[config.mk]
export PLATFORM = sky130hd
export DESIGN_NAME = sprite_frame_sequencer
export DESIGN_NICKNAME = d
export VERILOG_FILES = /design/src/rtl/core/sfs_pkg.sv /design/src/rtl/core/sfs_dur_ram.sv /design/src/rtl/core/sfs_frame_step.sv /design/src/rtl/core/sprite_frame_sequencer.sv
export SDC_FILE = /design/constraint.sdc
export NUM_CORES = 2
export LEC_CHECK = 0
export ABC_CLOCK_PERIOD_IN_PS = 21500
export BUFFER_PORTS_ARGS = -buffer_cell sky130_fd_sc_hd__buf_2
export CAP_MARGIN = 20
export CORE_MARGIN = 2
export CORE_UTILIZATION = 60
export DETAILED_ROUTE_END_ITERATION = 12
export PLACE_DENSITY = 0.76
export SETUP_SLACK_MARGIN = 0.4
export SLEW_MARGIN = 20
export SYNTH_ARGS = -nofsm -noshare
export SYNTH_HDL_FRONTEND = slang
export SYNTH_SLANG_ARGS = --single-unit
[constraint.sdc]
create_clock -name clk -period 21.5 [get_ports clk]
set_input_delay 4.3 -clock clk [delete_from_list [all_inputs] [get_ports clk]]
set_output_delay 4.3 -clock clk [all_outputs]
set_load 0.02 [all_outputs]
[src/rtl/core/sfs_pkg.sv]
// ----------------------------------------------------------------------------
// Sprite frame sequencer package
// Shared widths, item and register codes, and frame-step structs.
// ----------------------------------------------------------------------------
package sfs_pkg;

    localparam int MAX_FRAMES   = 64;
    localparam int FRAME_BITS   = $clog2(MAX_FRAMES);
    localparam int LEN_BITS     = $clog2(MAX_FRAMES + 1);
    localparam int DUR_BITS     = 24;
    localparam int TIME_BITS    = 32;
    localparam int MAX_ADVANCES = 100000;
    localparam int ADV_BITS     = $clog2(MAX_ADVANCES + 1);

    localparam int IN_BITS  = 2 + DUR_BITS + FRAME_BITS + DUR_BITS;
    localparam int IN_BYTES = (IN_BITS + 7) / 8;
    localparam int OUT_BITS = FRAME_BITS + 2;
    localparam int OUT_BYTES = (OUT_BITS + 7) / 8;

    // Item kinds
    localparam logic [1:0] ITEM_TICK    = 2'd0;
    localparam logic [1:0] ITEM_RESTART = 2'd1;
    localparam logic [1:0] ITEM_LOAD    = 2'd2;

    // Loop modes; the fourth code behaves as ping-pong
    localparam logic [1:0] LOOP_ONCE     = 2'd0;
    localparam logic [1:0] LOOP_WRAP     = 2'd1;
    localparam logic [1:0] LOOP_PINGPONG = 2'd2;

    // Register indexes
    localparam logic CFG_LOOP_MODE   = 1'b0;
    localparam logic CFG_FRAME_COUNT = 1'b1;

    typedef struct packed {
        logic [FRAME_BITS-1:0] frame;
        logic [LEN_BITS-1:0]   len;
        logic [1:0]            loop_mode;
        logic                  fwd;
    } step_in_t;

    typedef struct packed {
        logic [FRAME_BITS-1:0] frame;
        logic                  fwd;
        logic                  stop;
    } step_out_t;

endpackage

[src/rtl/core/sfs_dur_ram.sv]
// ----------------------------------------------------------------------------
// Frame duration RAM
// One write port and one read port, read data registered.
// ----------------------------------------------------------------------------
module sfs_dur_ram (
    input  logic                              clk,
    input  logic                              we,
    input  logic [sfs_pkg::FRAME_BITS-1:0]    waddr,
    input  logic [sfs_pkg::DUR_BITS-1:0]      wdata,
    input  logic                              re,
    input  logic [sfs_pkg::FRAME_BITS-1:0]    raddr,
    output logic [sfs_pkg::DUR_BITS-1:0]      rdata
);
    import sfs_pkg::*;

    logic [DUR_BITS-1:0] mem [MAX_FRAMES];
    logic [DUR_BITS-1:0] rdata_reg;

    always_ff @(posedge clk)
    begin
        if (we)
        begin
            mem[waddr] <= wdata;
        end
        if (re)
        begin
            rdata_reg <= mem[raddr];
        end
    end

    assign rdata = rdata_reg;

endmodule

[src/rtl/core/sfs_frame_step.sv]
// ----------------------------------------------------------------------------
// Frame step
// Next frame and direction for one advance under the selected loop mode.
// ----------------------------------------------------------------------------
module sfs_frame_step (
    input  sfs_pkg::step_in_t  step_in,
    output sfs_pkg::step_out_t step_out
);
    import sfs_pkg::*;

    logic [LEN_BITS-1:0]   last_full;
    logic [FRAME_BITS-1:0] last;
    logic [FRAME_BITS-1:0] f;

    assign last_full = step_in.len - LEN_BITS'(1);
    assign last      = last_full[FRAME_BITS-1:0];
    // a frame past the clip end advances as if from the last frame
    assign f         = (step_in.frame > last) ? last : step_in.frame;

    always_comb
    begin
        step_out.frame = f;
        step_out.fwd   = step_in.fwd;
        step_out.stop  = 1'b0;
        unique case (step_in.loop_mode)
            LOOP_ONCE:
            begin
                if (f < last)
                begin
                    step_out.frame = f + FRAME_BITS'(1);
                end
                else
                begin
                    step_out.stop = 1'b1;
                end
            end
            LOOP_WRAP:
            begin
                step_out.frame = (f == last) ? '0 : f + FRAME_BITS'(1);
            end
            default:
            begin
                if (step_in.len == LEN_BITS'(1))
                begin
                    step_out.frame = '0;
                end
                else if (step_in.fwd)
                begin
                    if (f == last)
                    begin
                        step_out.fwd   = 1'b0;
                        step_out.frame = f - FRAME_BITS'(1);
                    end
                    else
                    begin
                        step_out.frame = f + FRAME_BITS'(1);
                    end
                end
                else if (f == '0)
                begin
                    step_out.fwd   = 1'b1;
                    step_out.frame = FRAME_BITS'(1);
                end
                else
                begin
                    step_out.frame = f - FRAME_BITS'(1);
                end
            end
        endcase
    end

endmodule

[src/rtl/core/sprite_frame_sequencer.sv]
// ----------------------------------------------------------------------------
// Sprite frame sequencer
// Load, restart, unknown and ignored tick items: accept, then ST_FINISH puts the
// result in m_tdata once the output register is free.
// Tick items: each frame advance is one duration RAM read and compare/subtract;
// the next read is issued while stepping, so advances run at one advance/cycle.
// One item in flight; the next is taken once its result sits in the output reg.
// Reset (rst_n, async) returns to frame 0, forward, playing, wrap loop mode, no clip.
// ----------------------------------------------------------------------------
module sprite_frame_sequencer (
    input  logic                                 clk,
    input  logic                                 rst_n,
    // s_tdata: mode[1:0], tick_time[25:2], entry_index[31:26],
    //          entry_duration[55:32]
    input  logic                                 s_tvalid,
    output logic                                 s_tready,
    input  logic [sfs_pkg::IN_BYTES*8-1:0]       s_tdata,
    // m_tdata: frame_index[5:0], playing_flag[6], moving_forward[7]
    output logic                                 m_tvalid,
    input  logic                                 m_tready,
    output logic [sfs_pkg::OUT_BYTES*8-1:0]      m_tdata,
    input  logic                                 cfg_we,
    input  logic                                 cfg_index,
    input  logic [sfs_pkg::LEN_BITS-1:0]         cfg_data
);
    import sfs_pkg::*;

    typedef enum logic [1:0] {
        ST_IDLE,
        ST_CMP,
        ST_FINISH
    } state_t;

    state_t                state_reg, state_next;
    logic [FRAME_BITS-1:0] frame_reg, frame_next;
    logic [TIME_BITS-1:0]  acc_reg, acc_next;
    logic                  fwd_reg, fwd_next;
    logic                  playing_reg, playing_next;
    logic [1:0]            loop_mode_reg, loop_mode_next;
    logic [LEN_BITS-1:0]   frame_count_reg, frame_count_next;
    logic [ADV_BITS-1:0]   adv_cnt_reg, adv_cnt_next;
    logic                  m_tvalid_reg, m_tvalid_next;
    logic [OUT_BYTES*8-1:0] m_tdata_reg, m_tdata_next;

    logic [1:0]            in_mode;
    logic [DUR_BITS-1:0]   in_tick;
    logic [FRAME_BITS-1:0] in_index;
    logic [DUR_BITS-1:0]   in_dur;
    logic                  in_accept;

    logic [LEN_BITS-1:0]   clip_len;
    logic [TIME_BITS:0]    acc_sum;
    logic [DUR_BITS-1:0]   dur_eff;
    logic                  can_adv;

    logic                  ram_we;
    logic                  ram_re;
    logic [FRAME_BITS-1:0] ram_raddr;
    logic [DUR_BITS-1:0]   ram_rdata;

    step_in_t              step_in;
    step_out_t             step_out;

    assign in_mode   = s_tdata[1:0];
    assign in_tick   = s_tdata[2 +: DUR_BITS];
    assign in_index  = s_tdata[2 + DUR_BITS +: FRAME_BITS];
    assign in_dur    = s_tdata[2 + DUR_BITS + FRAME_BITS +: DUR_BITS];
    assign s_tready  = (state_reg == ST_IDLE);
    assign in_accept = s_tvalid && s_tready;

    assign clip_len = (frame_count_reg > LEN_BITS'(MAX_FRAMES)) ?
                      LEN_BITS'(MAX_FRAMES) : frame_count_reg;
    assign acc_sum  = {1'b0, acc_reg} + (TIME_BITS + 1)'(in_tick);

    // a frame outside the clip or a zero duration counts as one tick
    assign dur_eff = ((LEN_BITS'(frame_reg) < clip_len) && (ram_rdata != '0)) ?
                     ram_rdata : DUR_BITS'(1);
    assign can_adv = playing_reg && (adv_cnt_reg < ADV_BITS'(MAX_ADVANCES)) &&
                     (acc_reg >= TIME_BITS'(dur_eff));

    assign step_in.frame     = frame_reg;
    assign step_in.len       = clip_len;
    assign step_in.loop_mode = loop_mode_reg;
    assign step_in.fwd       = fwd_reg;

    sfs_frame_step u_step (
        .step_in  (step_in),
        .step_out (step_out)
    );

    assign ram_we = in_accept && (in_mode == ITEM_LOAD);

    sfs_dur_ram u_ram (
        .clk   (clk),
        .we    (ram_we),
        .waddr (in_index),
        .wdata (in_dur),
        .re    (ram_re),
        .raddr (ram_raddr),
        .rdata (ram_rdata)
    );

    always_comb
    begin
        state_next       = state_reg;
        frame_next       = frame_reg;
        acc_next         = acc_reg;
        fwd_next         = fwd_reg;
        playing_next     = playing_reg;
        loop_mode_next   = loop_mode_reg;
        frame_count_next = frame_count_reg;
        adv_cnt_next     = adv_cnt_reg;
        m_tvalid_next    = m_tvalid_reg;
        m_tdata_next     = m_tdata_reg;
        ram_re           = 1'b0;
        ram_raddr        = frame_reg;

        if (m_tvalid_reg && m_tready)
        begin
            m_tvalid_next = 1'b0;
        end

        unique case (state_reg)
            ST_IDLE:
            begin
                if (in_accept)
                begin
                    state_next = ST_FINISH;
                    unique case (in_mode)
                        ITEM_TICK:
                        begin
                            if (playing_reg && (clip_len != '0) && (in_tick != '0))
                            begin
                                acc_next     = acc_sum[TIME_BITS] ? '1 :
                                               acc_sum[TIME_BITS-1:0];
                                adv_cnt_next = '0;
                                ram_re       = 1'b1;
                                state_next   = ST_CMP;
                            end
                        end
                        ITEM_RESTART:
                        begin
                            frame_next   = '0;
                            acc_next     = '0;
                            fwd_next     = 1'b1;
                            playing_next = 1'b1;
                        end
                        default:
                        begin
                        end
                    endcase
                end
            end
            ST_CMP:
            begin
                if (can_adv)
                begin
                    acc_next     = acc_reg - TIME_BITS'(dur_eff);
                    frame_next   = step_out.frame;
                    fwd_next     = step_out.fwd;
                    playing_next = !step_out.stop;
                    adv_cnt_next = adv_cnt_reg + ADV_BITS'(1);
                    // fetch the next frame's duration while stepping
                    ram_re       = 1'b1;
                    ram_raddr    = step_out.frame;
                end
                else
                begin
                    state_next = ST_FINISH;
                end
            end
            ST_FINISH:
            begin
                if (!m_tvalid_reg || m_tready)
                begin
                    m_tvalid_next = 1'b1;
                    m_tdata_next  = {fwd_reg, playing_reg, frame_reg};
                    state_next    = ST_IDLE;
                end
            end
            default:
            begin
                state_next = ST_IDLE;
            end
        endcase

        // a changed register value rewinds to frame 0, forward, with a cleared accumulator
        if (cfg_we)
        begin
            unique case (cfg_index)
                CFG_LOOP_MODE:
                begin
                    if (cfg_data[1:0] != loop_mode_reg)
                    begin
                        loop_mode_next = cfg_data[1:0];
                        frame_next     = '0;
                        acc_next       = '0;
                        fwd_next       = 1'b1;
                    end
                end
                default:
                begin
                    if (cfg_data != frame_count_reg)
                    begin
                        frame_count_next = cfg_data;
                        frame_next       = '0;
                        acc_next         = '0;
                        fwd_next         = 1'b1;
                    end
                end
            endcase
        end
    end

    always_ff @(posedge clk or negedge rst_n)
    begin
        if (!rst_n)
        begin
            state_reg       <= ST_IDLE;
            frame_reg       <= '0;
            acc_reg         <= '0;
            fwd_reg         <= 1'b1;
            playing_reg     <= 1'b1;
            loop_mode_reg   <= LOOP_WRAP;
            frame_count_reg <= '0;
            adv_cnt_reg     <= '0;
            m_tvalid_reg    <= 1'b0;
        end
        else
        begin
            state_reg       <= state_next;
            frame_reg       <= frame_next;
            acc_reg         <= acc_next;
            fwd_reg         <= fwd_next;
            playing_reg     <= playing_next;
            loop_mode_reg   <= loop_mode_next;
            frame_count_reg <= frame_count_next;
            adv_cnt_reg     <= adv_cnt_next;
            m_tvalid_reg    <= m_tvalid_next;
        end
    end

    always_ff @(posedge clk)
    begin
        m_tdata_reg <= m_tdata_next;
    end

    assign m_tvalid = m_tvalid_reg;
    assign m_tdata  = m_tdata_reg;

endmodule

==> results.yml <==
critical_path:
  worst-path-max-fanout: 60
  critPathLaunch: "frame_count_reg[6]"
  cpMostUsedCell: "nand2_1"
  cp.arrival_ns: 11.13
  start_kind: "flip-flop"
  max_stage_delay_ns: 0.77
  crit_type: "flip-flop to flip-flop"
  reg2reg_from: "frame_count_reg[6]"
  critical_path_required_ns: 22.03
  r2r_cells: 29
  crit_slowest_cell: "buf_4"
  end_kind: "flip-flop"
timing:
  drv_slew: 0
  clock.fmax_mhz: 94.4
  finalCriticalPeriod_ns: 10.60
  relSlewSlack_pct: 11.4
  finalClockSkew_ns: 0.0421
  finalCritPeriodShare_pct: 49.3
  finalHoldViolations: 0
  setup_viol: 0
  tightest_slew_ns: 1.33
  rsz0062_at_grt: "false"
  finalSetupTns_ns: 0
outcome:
  outcome: "finished, final reports clean"
clock_tree:
  clock_latency_ns: 0.78
  root_buffer: "clkbuf_16"
  cts_tree: "yes"
  cts_buffers: 160
  cts_buffer_depth: 3
  clk_pin_slew_ns: 0.06
  htree_levels: 4
  clock_sinks: 1637
  ctsResizeCount: 0
  hold_buffers: 0
  postCtsSetupBuffers: 0
power_and_ir_drop:
  comb_power_share_pct: 18.5
  sw_frac_of_total_pct: 28.5
  p_int_w: 0.00569
  p_seq_share_pct: 45.9
  p_per_area_nw_per_um2: 103
  ir_drop_mv: 0.0964
  p_clk_share_pct: 35.6
  p_switching_w: 0.00227
  p_leak_nw: 25.3
worst_hold_path:
  holdCritStartpoint: "adv_cnt_reg[0]"
  whs_path_depth: 1
  hold_path_class: "flip-flop to flip-flop"
place:
  place_congestion: 0.931
  placed_cell_area_sq_um: 72200
  place.detailed.hpwl_um: 107000
  dp.cells: 6419
  port_buffers: 78
finish:
  drive_gt1_share_pct: 11.3
  fin_nets: 5196
  final_area_sq_um: 77600
  area_growth_pct: 10.8
  largest_register_ffs: 1536
  num-fill-cells: 7985
  stdcell_count: 6729
grt:
  grt_overflow: 0
  track_usage_pct: 32.1
  grt_max_degree: 253
  antenna_found_initial: 23
  grt_pass1_wl_um: 284000
  grt_pass1_vias: 44500
route:
  via_per_inst: 6.81
  num_vias: 45800
  drt-total-wl_um: 194000
  dr.first_iter.drc_count: 6189
  ant_nets: 0
  dr.pass1.iters: 8
  routedWlPerCell_um: 28.9
  drcViolationCount: 0
synthesis:
  ys_types: 92
  postSynthAreaPerCell_sq_um: 14.0
  synth.yosys.seq_area_share_pct: 69.7
  synth_warnings: 0
  synth_fp_nets: 5151
  synth-seq-cells: 1637
  ys.flop_type: "edfxtp_1"
  synth_area_sq_um: 70100
  synth-async-reset-ratio_pct: 4.22
  postSynthCellCount: 5014
  synth_edf_count: 1568
die:
  dieArea_sq_um: 120000
  core_region_area_sq_um: 116000
  die_h_um: 346
  placementRows: 125
  ios: 79
  die_w_um: 346
  start_util_pct: 60.4
run:
  cap_violations: 0
## per-stage QoR
stage | util [%] | setup WS (ns) | hold WS (ns) | power [W]
finish | 66.9 | 10.90 | 0.526 | 0.00796
floorplan | - | 14.15 | 0.451 | 0.00466
CTS | 66.8 | 11.10 | 0.529 | 0.00794
global placement | 62.2 | 11.36 | 0.485 | 0.00512
global route | 66.8 | 10.20 | 0.560 | 0.00820
detailed placement | 62.2 | 11.11 | 0.507 | 0.00515
## cell type report
cell class                      count  area [sq um]  area share (%)
Multi-Input combinational cell   3001         19800            25.6
Antenna cell                       14          35.0          0.0452
Sequential cell                  1637         48800            62.9
Clock buffer                      198          4240            5.47
Inverter                           42           158           0.203
Clock inverter                     96          1070            1.39
Tap cell                         1524          1910            2.46
Timing Repair Buffer              217          1520            1.96
## critical path: cells and delay by family, from the launching register on
kind,cells,cell delay [ns]
compound gates,7,2.54
xor+xnor,2,0.64
fa+ha+maj,4,1.35
buf+inv,6,2.84
flops,1,0.52
mux,1,0.29
simple gates,9,1.99
## placed cells by master (no fill, tap or decap), types with 60 or more instances in the layout
| cell type | Yosys | routed |
|---|---|---|
| a21oi_1 | 113 | 112 |
| dfrtp_1 | 66 | 66 |
| buf_2 | 109 | 72 |
| o221ai_1 | 106 | 106 |
| nor3_1 | 207 | 205 |
| o22ai_1 | 83 | 82 |
| nand2_1 | 676 | 674 |
| and3_1 | 110 | 110 |
| mux2i_1 | 390 | 390 |
| edfxtp_1 | 1568 | 1568 |
| ha_1 | 66 | 66 |
| buf_4 | 12 | 140 |
| a31oi_1 | 60 | 60 |
| nor2_2 | 0 | 67 |
| nor4_1 | 119 | 119 |
| o21ai_0 | 93 | 93 |
| nor2_1 | 165 | 97 |
| clkbuf_16 | 0 | 164 |
| or3_1 | 62 | 61 |
| nand3_1 | 118 | 117 |
## worst paths after layout
| check | to | slack [ns] |
|---|---|---|
| setup / recovery | u_ram.rdata[7] | 10.90 |
| hold / removal | adv_cnt_reg[0] | 0.53 |
| setup reg to reg | u_ram.rdata[7] | 10.90 |
| hold reg to reg | adv_cnt_reg[0] | 0.53 |
| max in group asynchronous | acc_reg[6] | 17.12 |
| min in group asynchronous | frame_count_reg[2] | 3.73 |
## power groups by stage
stage                     Clock, W  Sequential [W]  Combinational [W]
after CTS                  0.00284         0.00365            0.00144
after floorplan                  0         0.00367           0.000993
after global placement           0         0.00372            0.00141
after detailed placement         0         0.00372            0.00143
final                      0.00283         0.00366            0.00147
after global routing       0.00296         0.00366            0.00158
## metal layers
metal,global-route usage (%),vias to the layer above,wire length (um)
met4,17.0,22,10300
met2,50.7,2808,90000
li1,-,19800,-
met3,7.45,546,22100
met1,41.8,22700,72000
met5,0,-,144
## synthesized netlist by cell type, types with 55 or more instances
cell type | number | area share (%)
or3_1 | 62 | 0.55
o21ai_0 | 93 | 0.66
and3_1 | 110 | 0.98
nor2_1 | 165 | 0.88
clkbuf_1 | 174 | 0.93
mux2i_1 | 390 | 5.6
o22ai_1 | 83 | 0.74
nor4_1 | 119 | 1.1
nand2_1 | 676 | 3.6
nand3_1 | 118 | 0.84
o221ai_1 | 106 | 1.3
nor3_1 | 207 | 1.5
dfrtp_1 | 66 | 2.4
ha_1 | 66 | 1.2
o211ai_1 | 56 | 0.60
a21oi_1 | 113 | 0.81
edfxtp_1 | 1568 | 67
a31oi_1 | 60 | 0.54
buf_2 | 109 | 0.78
a22oi_1 | 55 | 0.59
## cell families (layout without fill, tap and decap cells)
kind of cell | after synthesis | count (layout) | synth area share, %
compound gates | 867 | 867 | 9.19
xor+xnor | 68 | 68 | 0.850
fa+ha+maj | 71 | 71 | 1.28
buf+inv | 376 | 553 | 2.38
flops | 1637 | 1637 | 69.7
mux | 401 | 401 | 5.78
other cells | 0 | 14 | 0
simple gates | 1594 | 1594 | 10.8
Note: power is estimated with default switching activity, not from simulation.
